<file path="src/hdl/owtm_pkg.sv">
// ----------------------------------------------------------------------------
// owtm_pkg
// Types, constants and helpers shared by the 1-wire temperature sensor master.
// ----------------------------------------------------------------------------
`default_nettype none

package owtm_pkg;

    localparam int CFG_W      = 16;
    localparam int CFG_ADDR_W = 3;
    localparam int TICK_W     = 16;
    localparam int TEMP_W     = 16;
    localparam int IN_W       = 8;
    localparam int OUT_W      = 24;

    // register indexes
    localparam logic [CFG_ADDR_W-1:0] CFG_RESET_LOW   = 3'd0;
    localparam logic [CFG_ADDR_W-1:0] CFG_RESET_REL   = 3'd1;
    localparam logic [CFG_ADDR_W-1:0] CFG_CMD_GAP     = 3'd2;
    localparam logic [CFG_ADDR_W-1:0] CFG_SHORT_LOW   = 3'd3;
    localparam logic [CFG_ADDR_W-1:0] CFG_LONG_LOW    = 3'd4;
    localparam logic [CFG_ADDR_W-1:0] CFG_SAMPLE_DLY  = 3'd5;
    localparam logic [CFG_ADDR_W-1:0] CFG_RECOVERY    = 3'd6;

    // register reset values
    localparam logic [CFG_W-1:0] RST_RESET_LOW  = 16'd480;
    localparam logic [CFG_W-1:0] RST_RESET_REL  = 16'd60;
    localparam logic [CFG_W-1:0] RST_CMD_GAP    = 16'd1000;
    localparam logic [CFG_W-1:0] RST_SHORT_LOW  = 16'd2;
    localparam logic [CFG_W-1:0] RST_LONG_LOW   = 16'd60;
    localparam logic [CFG_W-1:0] RST_SAMPLE_DLY = 16'd2;
    localparam logic [CFG_W-1:0] RST_RECOVERY   = 16'd60;

    localparam logic [TICK_W-1:0] WRITE0_RELEASE = 16'd2;

    // commands
    localparam logic [1:0] CMD_TICK    = 2'd0;
    localparam logic [1:0] CMD_CONVERT = 2'd1;
    localparam logic [1:0] CMD_READ    = 2'd2;

    // ROM and function commands
    localparam logic [7:0] ROM_SKIP     = 8'hCC;
    localparam logic [7:0] FN_CONVERT   = 8'h44;
    localparam logic [7:0] FN_READ_SCR  = 8'hBE;

    localparam logic [4:0] BYTE_BITS = 5'd8;
    localparam logic [4:0] READ_BITS = 5'd16;

    typedef enum logic [3:0] {
        PH_IDLE    = 4'd0,
        PH_RST_LOW = 4'd1,
        PH_RST_REL = 4'd2,
        PH_GAP     = 4'd3,
        PH_W_LOW   = 4'd4,
        PH_W_REL   = 4'd5,
        PH_R_LOW   = 4'd6,
        PH_R_WAIT  = 4'd7,
        PH_R_REC   = 4'd8
    } t_phase;

    typedef struct packed {
        logic [CFG_W-1:0] reset_low;
        logic [CFG_W-1:0] reset_rel;
        logic [CFG_W-1:0] cmd_gap;
        logic [CFG_W-1:0] short_low;
        logic [CFG_W-1:0] long_low;
        logic [CFG_W-1:0] sample_dly;
        logic [CFG_W-1:0] recovery;
    } t_cfg;

    // zero-length phases last one tick
    function automatic logic [TICK_W-1:0] f_span(input logic [CFG_W-1:0] n);
        return (n == '0) ? TICK_W'(1) : n;
    endfunction

    // floor((5*raw + 4) / 8)
    function automatic logic [TEMP_W-1:0] f_tenths(input logic [TEMP_W-1:0] raw);
        logic [TEMP_W+2:0] acc;
        acc = ({3'b000, raw} << 2) + {3'b000, raw} + (TEMP_W+3)'(4);
        return acc[TEMP_W+2:3];
    endfunction

endpackage

`default_nettype wire

</file>
<file path="src/hdl/one_wire_temp_sensor_master_top.sv">
// ----------------------------------------------------------------------------
// one_wire_temp_sensor_master_top
// 1-wire master for a DS18B20-style temperature sensor, one bus tick per word.
// ----------------------------------------------------------------------------
// Every input word is one bus tick and produces exactly one output word. One
// word is taken per clock while the skid register is empty; the sequencer
// updates its whole state on each accepted word and its result goes into a
// two-word output buffer, so input flows while one result waits on a stalled
// output. The output word is registered there. Timing registers may be written
// at any time the block is idle; they take effect on the next sequence.
`default_nettype none

module one_wire_temp_sensor_master_top (
    input  wire                              i_clk,
    input  wire                              i_rst_n,
    input  wire                              s_axis_tvalid,
    output logic                             s_axis_tready,
    input  wire [owtm_pkg::IN_W-1:0]         s_axis_tdata,  // command[1:0], line_in[2]
    output logic                             m_axis_tvalid,
    input  wire                              m_axis_tready,
    output logic [owtm_pkg::OUT_W-1:0]       m_axis_tdata,  // drive_low[0], busy_res[1],
                                                            // done_res[2],
                                                            // temperature_tenths[18:3]
    input  wire                              i_cfg_we,
    input  wire [owtm_pkg::CFG_ADDR_W-1:0]   i_cfg_addr,
    input  wire [owtm_pkg::CFG_W-1:0]        i_cfg_wdata
);

    owtm_pkg::t_cfg                  w_cfg;
    logic                            w_step;
    logic                            w_drive_low;
    logic                            w_busy;
    logic                            w_done;
    logic [owtm_pkg::TEMP_W-1:0]     w_temp;
    logic [owtm_pkg::OUT_W-1:0]      w_result;

    assign w_step = s_axis_tvalid && s_axis_tready;

    owtm_cfg u_cfg (
        .i_clk       (i_clk),
        .i_rst_n     (i_rst_n),
        .i_cfg_we    (i_cfg_we),
        .i_cfg_addr  (i_cfg_addr),
        .i_cfg_wdata (i_cfg_wdata),
        .o_cfg       (w_cfg)
    );

    owtm_ctrl u_ctrl (
        .i_clk       (i_clk),
        .i_rst_n     (i_rst_n),
        .i_cfg       (w_cfg),
        .i_step      (w_step),
        .i_command   (s_axis_tdata[1:0]),
        .i_line_in   (s_axis_tdata[2]),
        .o_drive_low (w_drive_low),
        .o_busy      (w_busy),
        .o_done      (w_done),
        .o_temp      (w_temp)
    );

    assign w_result = {5'b00000, w_temp, w_done, w_busy, w_drive_low};

    owtm_out_skid u_out (
        .i_clk   (i_clk),
        .i_rst_n (i_rst_n),
        .i_valid (s_axis_tvalid),
        .o_ready (s_axis_tready),
        .i_data  (w_result),
        .o_valid (m_axis_tvalid),
        .i_ready (m_axis_tready),
        .o_data  (m_axis_tdata)
    );

endmodule

`default_nettype wire

</file>
<file path="src/hdl/owtm_cfg.sv">
// ----------------------------------------------------------------------------
// owtm_cfg
// Timing register file, written through a plain write port.
// ----------------------------------------------------------------------------
`default_nettype none

module owtm_cfg (
    input  wire                              i_clk,
    input  wire                              i_rst_n,
    input  wire                              i_cfg_we,
    input  wire [owtm_pkg::CFG_ADDR_W-1:0]   i_cfg_addr,
    input  wire [owtm_pkg::CFG_W-1:0]        i_cfg_wdata,
    output owtm_pkg::t_cfg                   o_cfg
);

    owtm_pkg::t_cfg r_cfg;

    always_ff @(posedge i_clk) begin
        if (!i_rst_n) begin
            r_cfg.reset_low  <= owtm_pkg::RST_RESET_LOW;
            r_cfg.reset_rel  <= owtm_pkg::RST_RESET_REL;
            r_cfg.cmd_gap    <= owtm_pkg::RST_CMD_GAP;
            r_cfg.short_low  <= owtm_pkg::RST_SHORT_LOW;
            r_cfg.long_low   <= owtm_pkg::RST_LONG_LOW;
            r_cfg.sample_dly <= owtm_pkg::RST_SAMPLE_DLY;
            r_cfg.recovery   <= owtm_pkg::RST_RECOVERY;
        end else if (i_cfg_we) begin
            unique case (i_cfg_addr)
                owtm_pkg::CFG_RESET_LOW:  r_cfg.reset_low  <= i_cfg_wdata;
                owtm_pkg::CFG_RESET_REL:  r_cfg.reset_rel  <= i_cfg_wdata;
                owtm_pkg::CFG_CMD_GAP:    r_cfg.cmd_gap    <= i_cfg_wdata;
                owtm_pkg::CFG_SHORT_LOW:  r_cfg.short_low  <= i_cfg_wdata;
                owtm_pkg::CFG_LONG_LOW:   r_cfg.long_low   <= i_cfg_wdata;
                owtm_pkg::CFG_SAMPLE_DLY: r_cfg.sample_dly <= i_cfg_wdata;
                owtm_pkg::CFG_RECOVERY:   r_cfg.recovery   <= i_cfg_wdata;
                default: ;
            endcase
        end
    end

    assign o_cfg = r_cfg;

endmodule

`default_nettype wire

</file>
<file path="src/hdl/owtm_ctrl.sv">
// ----------------------------------------------------------------------------
// owtm_ctrl
// Bus sequencer: reset pulse, command bytes, read slots, temperature convert.
// Advances one tick per accepted word.
// ----------------------------------------------------------------------------
`default_nettype none

module owtm_ctrl (
    input  wire                              i_clk,
    input  wire                              i_rst_n,
    input  owtm_pkg::t_cfg                   i_cfg,
    input  wire                              i_step,
    input  wire [1:0]                        i_command,
    input  wire                              i_line_in,
    output logic                             o_drive_low,
    output logic                             o_busy,
    output logic                             o_done,
    output logic [owtm_pkg::TEMP_W-1:0]      o_temp
);

    owtm_pkg::t_phase                 r_phase, n_phase;
    logic [owtm_pkg::TICK_W-1:0]      r_tick, n_tick;
    logic [4:0]                       r_bit_idx, n_bit_idx;
    logic                             r_byte_stage, n_byte_stage;
    logic [7:0]                       r_out_shift, n_out_shift;
    logic [owtm_pkg::TEMP_W-1:0]      r_in_shift, n_in_shift;
    logic                             r_is_read, n_is_read;
    logic [owtm_pkg::TEMP_W-1:0]      r_temp, n_temp;

    logic [owtm_pkg::TICK_W-1:0]      w_len;
    logic [owtm_pkg::TICK_W:0]        w_tick_inc;
    logic                             w_over;
    logic [4:0]                       w_bit_inc;
    logic                             w_bit;

    assign w_bit      = r_out_shift[0];
    assign w_tick_inc = {1'b0, r_tick} + (owtm_pkg::TICK_W+1)'(1);
    assign w_over     = (w_tick_inc >= {1'b0, w_len});
    assign w_bit_inc  = r_bit_idx + 5'd1;

    // length of the current phase
    always_comb begin
        unique case (r_phase)
            owtm_pkg::PH_RST_LOW: w_len = owtm_pkg::f_span(i_cfg.reset_low);
            owtm_pkg::PH_RST_REL: w_len = owtm_pkg::f_span(i_cfg.reset_rel);
            owtm_pkg::PH_GAP:     w_len = owtm_pkg::f_span(i_cfg.cmd_gap);
            owtm_pkg::PH_W_LOW:   w_len = w_bit ? owtm_pkg::f_span(i_cfg.short_low)
                                                : owtm_pkg::f_span(i_cfg.long_low);
            owtm_pkg::PH_W_REL:   w_len = w_bit ? owtm_pkg::f_span(i_cfg.long_low)
                                                : owtm_pkg::WRITE0_RELEASE;
            owtm_pkg::PH_R_LOW:   w_len = owtm_pkg::f_span(i_cfg.short_low);
            owtm_pkg::PH_R_WAIT:  w_len = owtm_pkg::f_span(i_cfg.sample_dly);
            owtm_pkg::PH_R_REC:   w_len = owtm_pkg::f_span(i_cfg.recovery);
            default:              w_len = owtm_pkg::TICK_W'(1);
        endcase
    end

    // next state
    always_comb begin
        n_phase      = r_phase;
        n_tick       = r_tick;
        n_bit_idx    = r_bit_idx;
        n_byte_stage = r_byte_stage;
        n_out_shift  = r_out_shift;
        n_in_shift   = r_in_shift;
        n_is_read    = r_is_read;
        n_temp       = r_temp;

        if (r_phase != owtm_pkg::PH_IDLE) begin
            n_tick = w_over ? '0 : w_tick_inc[owtm_pkg::TICK_W-1:0];
        end

        unique case (r_phase)
            owtm_pkg::PH_RST_LOW: begin
                if (w_over) n_phase = owtm_pkg::PH_RST_REL;
            end
            owtm_pkg::PH_RST_REL, owtm_pkg::PH_GAP: begin
                if (w_over) begin
                    if (r_phase == owtm_pkg::PH_RST_REL && i_cfg.cmd_gap != '0) begin
                        n_phase = owtm_pkg::PH_GAP;
                    end else begin
                        n_byte_stage = 1'b0;
                        n_out_shift  = owtm_pkg::ROM_SKIP;
                        n_bit_idx    = '0;
                        n_phase      = owtm_pkg::PH_W_LOW;
                    end
                end
            end
            owtm_pkg::PH_W_LOW: begin
                if (w_over) n_phase = owtm_pkg::PH_W_REL;
            end
            owtm_pkg::PH_W_REL: begin
                if (w_over) begin
                    n_out_shift = {1'b0, r_out_shift[7:1]};
                    n_bit_idx   = w_bit_inc;
                    n_phase     = owtm_pkg::PH_W_LOW;
                    if (w_bit_inc >= owtm_pkg::BYTE_BITS) begin
                        n_bit_idx = '0;
                        if (!r_byte_stage) begin
                            n_byte_stage = 1'b1;
                            n_out_shift  = r_is_read ? owtm_pkg::FN_READ_SCR
                                                     : owtm_pkg::FN_CONVERT;
                        end else if (r_is_read) begin
                            n_in_shift = '0;
                            n_phase    = owtm_pkg::PH_R_LOW;
                        end else begin
                            n_phase = owtm_pkg::PH_IDLE;
                        end
                    end
                end
            end
            owtm_pkg::PH_R_LOW: begin
                if (w_over) n_phase = owtm_pkg::PH_R_WAIT;
            end
            owtm_pkg::PH_R_WAIT: begin
                if (w_over) begin
                    n_in_shift = {i_line_in, r_in_shift[owtm_pkg::TEMP_W-1:1]};
                    n_phase    = owtm_pkg::PH_R_REC;
                end
            end
            owtm_pkg::PH_R_REC: begin
                if (w_over) begin
                    n_bit_idx = w_bit_inc;
                    n_phase   = owtm_pkg::PH_R_LOW;
                    if (w_bit_inc >= owtm_pkg::READ_BITS) begin
                        n_temp    = owtm_pkg::f_tenths(r_in_shift);
                        n_bit_idx = '0;
                        n_phase   = owtm_pkg::PH_IDLE;
                    end
                end
            end
            default: begin
                n_phase = owtm_pkg::PH_IDLE;
                if (i_command == owtm_pkg::CMD_CONVERT || i_command == owtm_pkg::CMD_READ) begin
                    n_is_read    = (i_command == owtm_pkg::CMD_READ);
                    n_tick       = '0;
                    n_bit_idx    = '0;
                    n_byte_stage = 1'b0;
                    n_phase      = owtm_pkg::PH_RST_LOW;
                end
            end
        endcase
    end

    // outputs of this tick
    always_comb begin
        o_drive_low = 1'b0;
        o_busy      = 1'b1;
        o_done      = 1'b0;
        unique case (r_phase)
            owtm_pkg::PH_RST_LOW, owtm_pkg::PH_W_LOW, owtm_pkg::PH_R_LOW: begin
                o_drive_low = 1'b1;
            end
            owtm_pkg::PH_RST_REL, owtm_pkg::PH_GAP, owtm_pkg::PH_R_WAIT: ;
            owtm_pkg::PH_W_REL: begin
                o_done = w_over && (w_bit_inc >= owtm_pkg::BYTE_BITS)
                         && r_byte_stage && !r_is_read;
            end
            owtm_pkg::PH_R_REC: begin
                o_done = w_over && (w_bit_inc >= owtm_pkg::READ_BITS);
            end
            default: begin
                o_busy = 1'b0;
            end
        endcase
        o_temp = n_temp;
    end

    always_ff @(posedge i_clk) begin
        if (!i_rst_n) begin
            r_phase      <= owtm_pkg::PH_IDLE;
            r_tick       <= '0;
            r_bit_idx    <= '0;
            r_byte_stage <= 1'b0;
            r_out_shift  <= '0;
            r_in_shift   <= '0;
            r_is_read    <= 1'b0;
            r_temp       <= '0;
        end else if (i_step) begin
            r_phase      <= n_phase;
            r_tick       <= n_tick;
            r_bit_idx    <= n_bit_idx;
            r_byte_stage <= n_byte_stage;
            r_out_shift  <= n_out_shift;
            r_in_shift   <= n_in_shift;
            r_is_read    <= n_is_read;
            r_temp       <= n_temp;
        end
    end

endmodule

`default_nettype wire

</file>
<file path="src/hdl/owtm_out_skid.sv">
// ----------------------------------------------------------------------------
// owtm_out_skid
// Two-word output buffer: output register plus skid register.
// ----------------------------------------------------------------------------
`default_nettype none

module owtm_out_skid (
    input  wire                          i_clk,
    input  wire                          i_rst_n,
    input  wire                          i_valid,
    output logic                         o_ready,
    input  wire [owtm_pkg::OUT_W-1:0]    i_data,
    output logic                         o_valid,
    input  wire                          i_ready,
    output logic [owtm_pkg::OUT_W-1:0]   o_data
);

    logic                        r_main_v, r_skid_v;
    logic [owtm_pkg::OUT_W-1:0]  r_main, r_skid;
    logic                        w_main_free;
    logic                        w_fire;

    assign o_ready     = !r_skid_v;
    assign w_fire      = i_valid && !r_skid_v;
    assign w_main_free = !r_main_v || i_ready;

    always_ff @(posedge i_clk) begin
        if (!i_rst_n) begin
            r_main_v <= 1'b0;
            r_skid_v <= 1'b0;
        end else if (w_main_free) begin
            r_main_v <= r_skid_v || w_fire;
            r_skid_v <= 1'b0;
        end else if (w_fire) begin
            r_skid_v <= 1'b1;
        end
    end

    always_ff @(posedge i_clk) begin
        if (w_main_free) begin
            r_main <= r_skid_v ? r_skid : i_data;
        end else if (w_fire) begin
            r_skid <= i_data;
        end
    end

    assign o_valid = r_main_v;
    assign o_data  = r_main;

endmodule

`default_nettype wire

</file>
<file path="config.mk">
export PLATFORM = sky130hd
export DESIGN_NAME = one_wire_temp_sensor_master_top
export DESIGN_NICKNAME = d
export VERILOG_FILES = /design/src/hdl/owtm_pkg.sv /design/src/hdl/one_wire_temp_sensor_master_top.sv /design/src/hdl/owtm_cfg.sv /design/src/hdl/owtm_ctrl.sv /design/src/hdl/owtm_out_skid.sv
export SDC_FILE = /design/constraint.sdc
export NUM_CORES = 1
export LEC_CHECK = 0
export BUFFER_PORTS_ARGS = -buffer_cell sky130_fd_sc_hd__buf_2
export CORE_MARGIN = 4
export CORE_UTILIZATION = 45
export CTS_CLUSTER_DIAMETER = 100
export CTS_CLUSTER_SIZE = 30
export DETAILED_ROUTE_END_ITERATION = 12
export PLACE_DENSITY = 0.67
export SLEW_MARGIN = 15
export SYNTH_ARGS = -nofsm -noshare
export SYNTH_HDL_FRONTEND = slang
export SYNTH_SLANG_ARGS = --single-unit
</file>
<file path="constraint.sdc">
create_clock -name i_clk -period 10.63 [get_ports i_clk]
set_input_delay 1.5945 -clock i_clk [delete_from_list [all_inputs] [get_ports i_clk]]
set_output_delay 1.5945 -clock i_clk [all_outputs]
set_load 0.02 [all_outputs]
</file>
==> flow_summary.rst <==
.. list-table::
   :header-rows: 1

   * - Metric
     - Value
   * - Status
     - finished, final reports clean
   * - Launching point of the worst reg2reg path
     - u_ctrl.r_phase[3]$_SDFFE_PN0P_
   * - Setup Skew
     - 25.9 ps
   * - Number of setup buffers added after CTS
     - 0
   * - Flip-flop and latch count after synthesis
     - 219
   * - Die ar.
     - 27700 um^2
   * - Combined area of all synthesized cells
     - 11300 um^2
   * - Largest buffer count on any clock path
     - 3
   * - Half-perimeter wire length after detailed placement
     - 22.1 mm
   * - Maximum vdd drop
     - 0.000118 V
   * - Final sum of negative setup slack
     - 0 ps
   * - Number of distinct library cells after synthesis
     - 70
   * - Total count of hold-check failures in the final report
     - 0
   * - Number of instances in the synthesized netlist
     - 1366
   * - Number of hold buffers added after CTS
     - 0
   * - Total power
     - 0.00201 W
   * - Drt first-iter violations
     - 1125
   * - Post-synth top area share
     - 32.1%
   * - Average wire length per cell after detail routing
     - 18.8 um
   * - Maximum clock rate
     - 184 MHz
   * - Height of the chip
     - 166 um
   * - Commonest cells post-synth
     - 344 x nand2_1, 181 x dfxtp_1, 129 x a21oi_1
   * - Leak pwr
     - 4.63 nW
   * - Multiplexer share of the synthesized area
     - 3.59%
   * - Final Routed Wirelength
     - 31.8 mm
   * - CTS-repair resized insts
     - 0
   * - Number of antenna violations at the first check in global routing
     - 0
   * - Min cycle time layout
     - 5440 ps
   * - CP Capture Type
     - flop
   * - Area fraction in and, or, nand and nor cells after synthesis
     - 25.3%
   * - Leading register cell type out of synthesis
     - dfxtp_1
   * - Measured slew at the worst slew-check pin
     - 1220 ps
   * - Die width
     - 166 um
   * - Worst setup path category
     - flop to flop
   * - Leading cell types by total area after synthesis
     - dfxtp_1 32%, nand2_1 11%, edfxtp_1 10%
   * - Remaining number of nets flagged by the antenna check after routing
     - 0
   * - Worst slew margin relative to its limit
     - 18.6%
   * - TritonCTS clock tree
     - yes
   * - Number of diodes added for antenna fixing
     - 0
   * - Count of port buffers added during placement
     - 47
   * - Post-route clock period utilization
     - 51.2%
   * - Post-synthesis compound-gate area fraction
     - 18.0%
   * - Post-synth EDFFs
     - 38
   * - Share of synthesized flip-flops with an asynchronous set or reset
     - 0%
   * - Number of clock sinks
     - 219
   * - Startpoint Class
     - flop
   * - Xor-xnor portion of the synthesized cell area
     - 1.94%
   * - Maximum number of pins on one net before global-route repair
     - 107
   * - Dominant cell type by area after synthesis
     - dfxtp_1
   * - Fraction of layout instances using a drive strength above 1
     - 8.13%
   * - Via count of the first global-routing pass
     - 9133
   * - Number of instances on the worst hold path
     - 2
   * - Initial Util
     - 46.0%
   * - Gpl congestion
     - 0.930
   * - Combinational family with the most area after synthesis
     - simple AND/OR/NAND/NOR gates
   * - Filler Cells Inserted
     - 2436
   * - Number of core rows
     - 57
   * - Detail-routed via count per cell
     - 6.04
   * - Number of warning messages in the yosys log
     - 0
   * - RSZ-0062 raised after global routing
     - no
   * - Clock slew seen by the registers of the worst setup and hold paths
     - 120 ps
   * - Area occupied by multi-input gates
     - 6140 um^2
   * - Share of synthesized area occupied by flip-flops and latches
     - 42.2%
   * - Via count
     - 10200
   * - Residual overflow from global routing
     - 0
   * - Nets
     - 1441
   * - CTS Root Buffer Type
     - clkbuf_16
   * - H-tree Lvls
     - 1
   * - First-pass GRT wire length
     - 49.8 mm
   * - Iteration count of the initial detailed-routing pass
     - 8
   * - Timing startpoint of the critical path
     - u_ctrl.r_phase[3]$_SDFFE_PN0P_
   * - Critical path data arrival time
     - 5680 ps
   * - Power density of the placed cells
     - 166 nW/um^2
   * - HP Class
     - flop to flop
   * - Top-count cell post-synth
     - nand2_1
   * - FF+latch area
     - 4760 um^2
   * - Average footprint of a synthesized cell
     - 8.27 um^2
   * - Crit Path Max Fanout
     - 18
   * - # setup viols final
     - 0
   * - Top-level I/O count
     - 58
   * - Register-to-Register Path Depth
     - 12
   * - Number of clock buffers inserted by TritonCTS
     - 11
   * - Startpoint of the tightest hold check path
     - u_ctrl.r_out_shift[2]$_SDFFE_PN0P_
   * - Total track usage
     - 21.6%
   * - Number of pins exceeding their max-slew limit in the final report
     - 0
   * - DRC viols
     - 0
   * - Core Area
     - 24500 um^2
   * - Required time of the critical path
     - 10860 ps
   * - Synth Area in Adders
     - 5.27%
   * - Signed area change from the synthesized netlist to the final layout
     - 6.93%
   * - Clk_lat worst skew
     - 490 ps
   * - Max-cap check violation count
     - 0
-- layout make-up --
class	instances	area share, %
Multi-Input combinational cell	1055	50.9
Clock buffer	13	2.42
Inverter	11	0.352
Tap cell	324	3.36
Timing Repair Buffer	64	3.17
Sequential cell	219	39.4
Clock inverter	3	0.394
-- registers in the layout, indices dropped and copies added, names as in the netlist, 4 cells and up --
name / cells
u_ctrl.r_out_shift: 8
u_out.r_skid: 19
u_cfg.o_cfg: 112
u_ctrl.r_tick: 16
u_ctrl.r_bit_idx: 5
u_out.o_data: 19
u_ctrl.r_phase: 4
u_ctrl.r_temp: 16
u_ctrl.r_in_shift: 16
-- final timing paths --
kind	end	slack, ps
worst min-delay path	u_ctrl.r_out_shift[2]$_SDFFE_PN0P_	460
worst max-delay path	u_out.o_data[8]$_DFFE_PP_	5190
worst max register to register	u_out.o_data[8]$_DFFE_PP_	5190
worst min register to register	u_ctrl.r_out_shift[2]$_SDFFE_PN0P_	460
-- cells in the final DEF, fill, tap and decap left out, types with 16 or more instances in the layout --
master	count
ha_1	46
nor3_1	27
nand3_1	81
nor2_1	48
mux2i_1	27
buf_4	16
nor4_1	34
a21oi_1	129
nand2_1	344
buf_2	47
edfxtp_1	38
dfxtp_1	181
o21ai_0	38
-- stage by stage --
stage               util, %  hold slack (ps)  worst slack [ps]  area, um^2  cells
floorplan                 -              424              6820       11300   1370
global placement       47.7              436              5430       11700   1672
detailed placement     47.7              450              5380       11700   1672
CTS                    49.1              464              5340       12000   1688
global route           49.2              479              4970       12100   1689
finish                 49.2              457              5190       12100   1689
-- report_power, final --
part           switching (W)  internal (W)
clock               0.000281      0.000227
combinational       0.000403      0.000180
sequential         0.0000400      0.000878
-- critical path, stage by stage (launching register included) --
cell and delay [ps]:
dfxtp_1 690, nor2b_1 130, and2_1 360, mux2_2 480, a222oi_1 590, nand2_1 110, a221oi_1 580, ha_1 300
o2111ai_1 180, a211o_1 360, a31oi_2 680, mux2_2 440, mux2_2 260
-- routing by layer --
metal	up-vias	wire, um	global-route usage [%]
met1	4731	14400	31.6
met5	-	0	0
met2	461	14000	33.6
met4	0	924	6.08
li1	4943	-	-
met3	60	2450	3.18
-- cells by family after synthesis --
logic type               count (synthesis)
AND/OR/NAND/NOR                        629
XOR/XNOR                                25
multiplexers                            39
adder cells (fa/ha/maj)                 47
other                                    1
AO/OA/AOI/OAI                          310
flip-flops                             219
buffers and inverters                   96
Power figures use the tool's default switching activity.
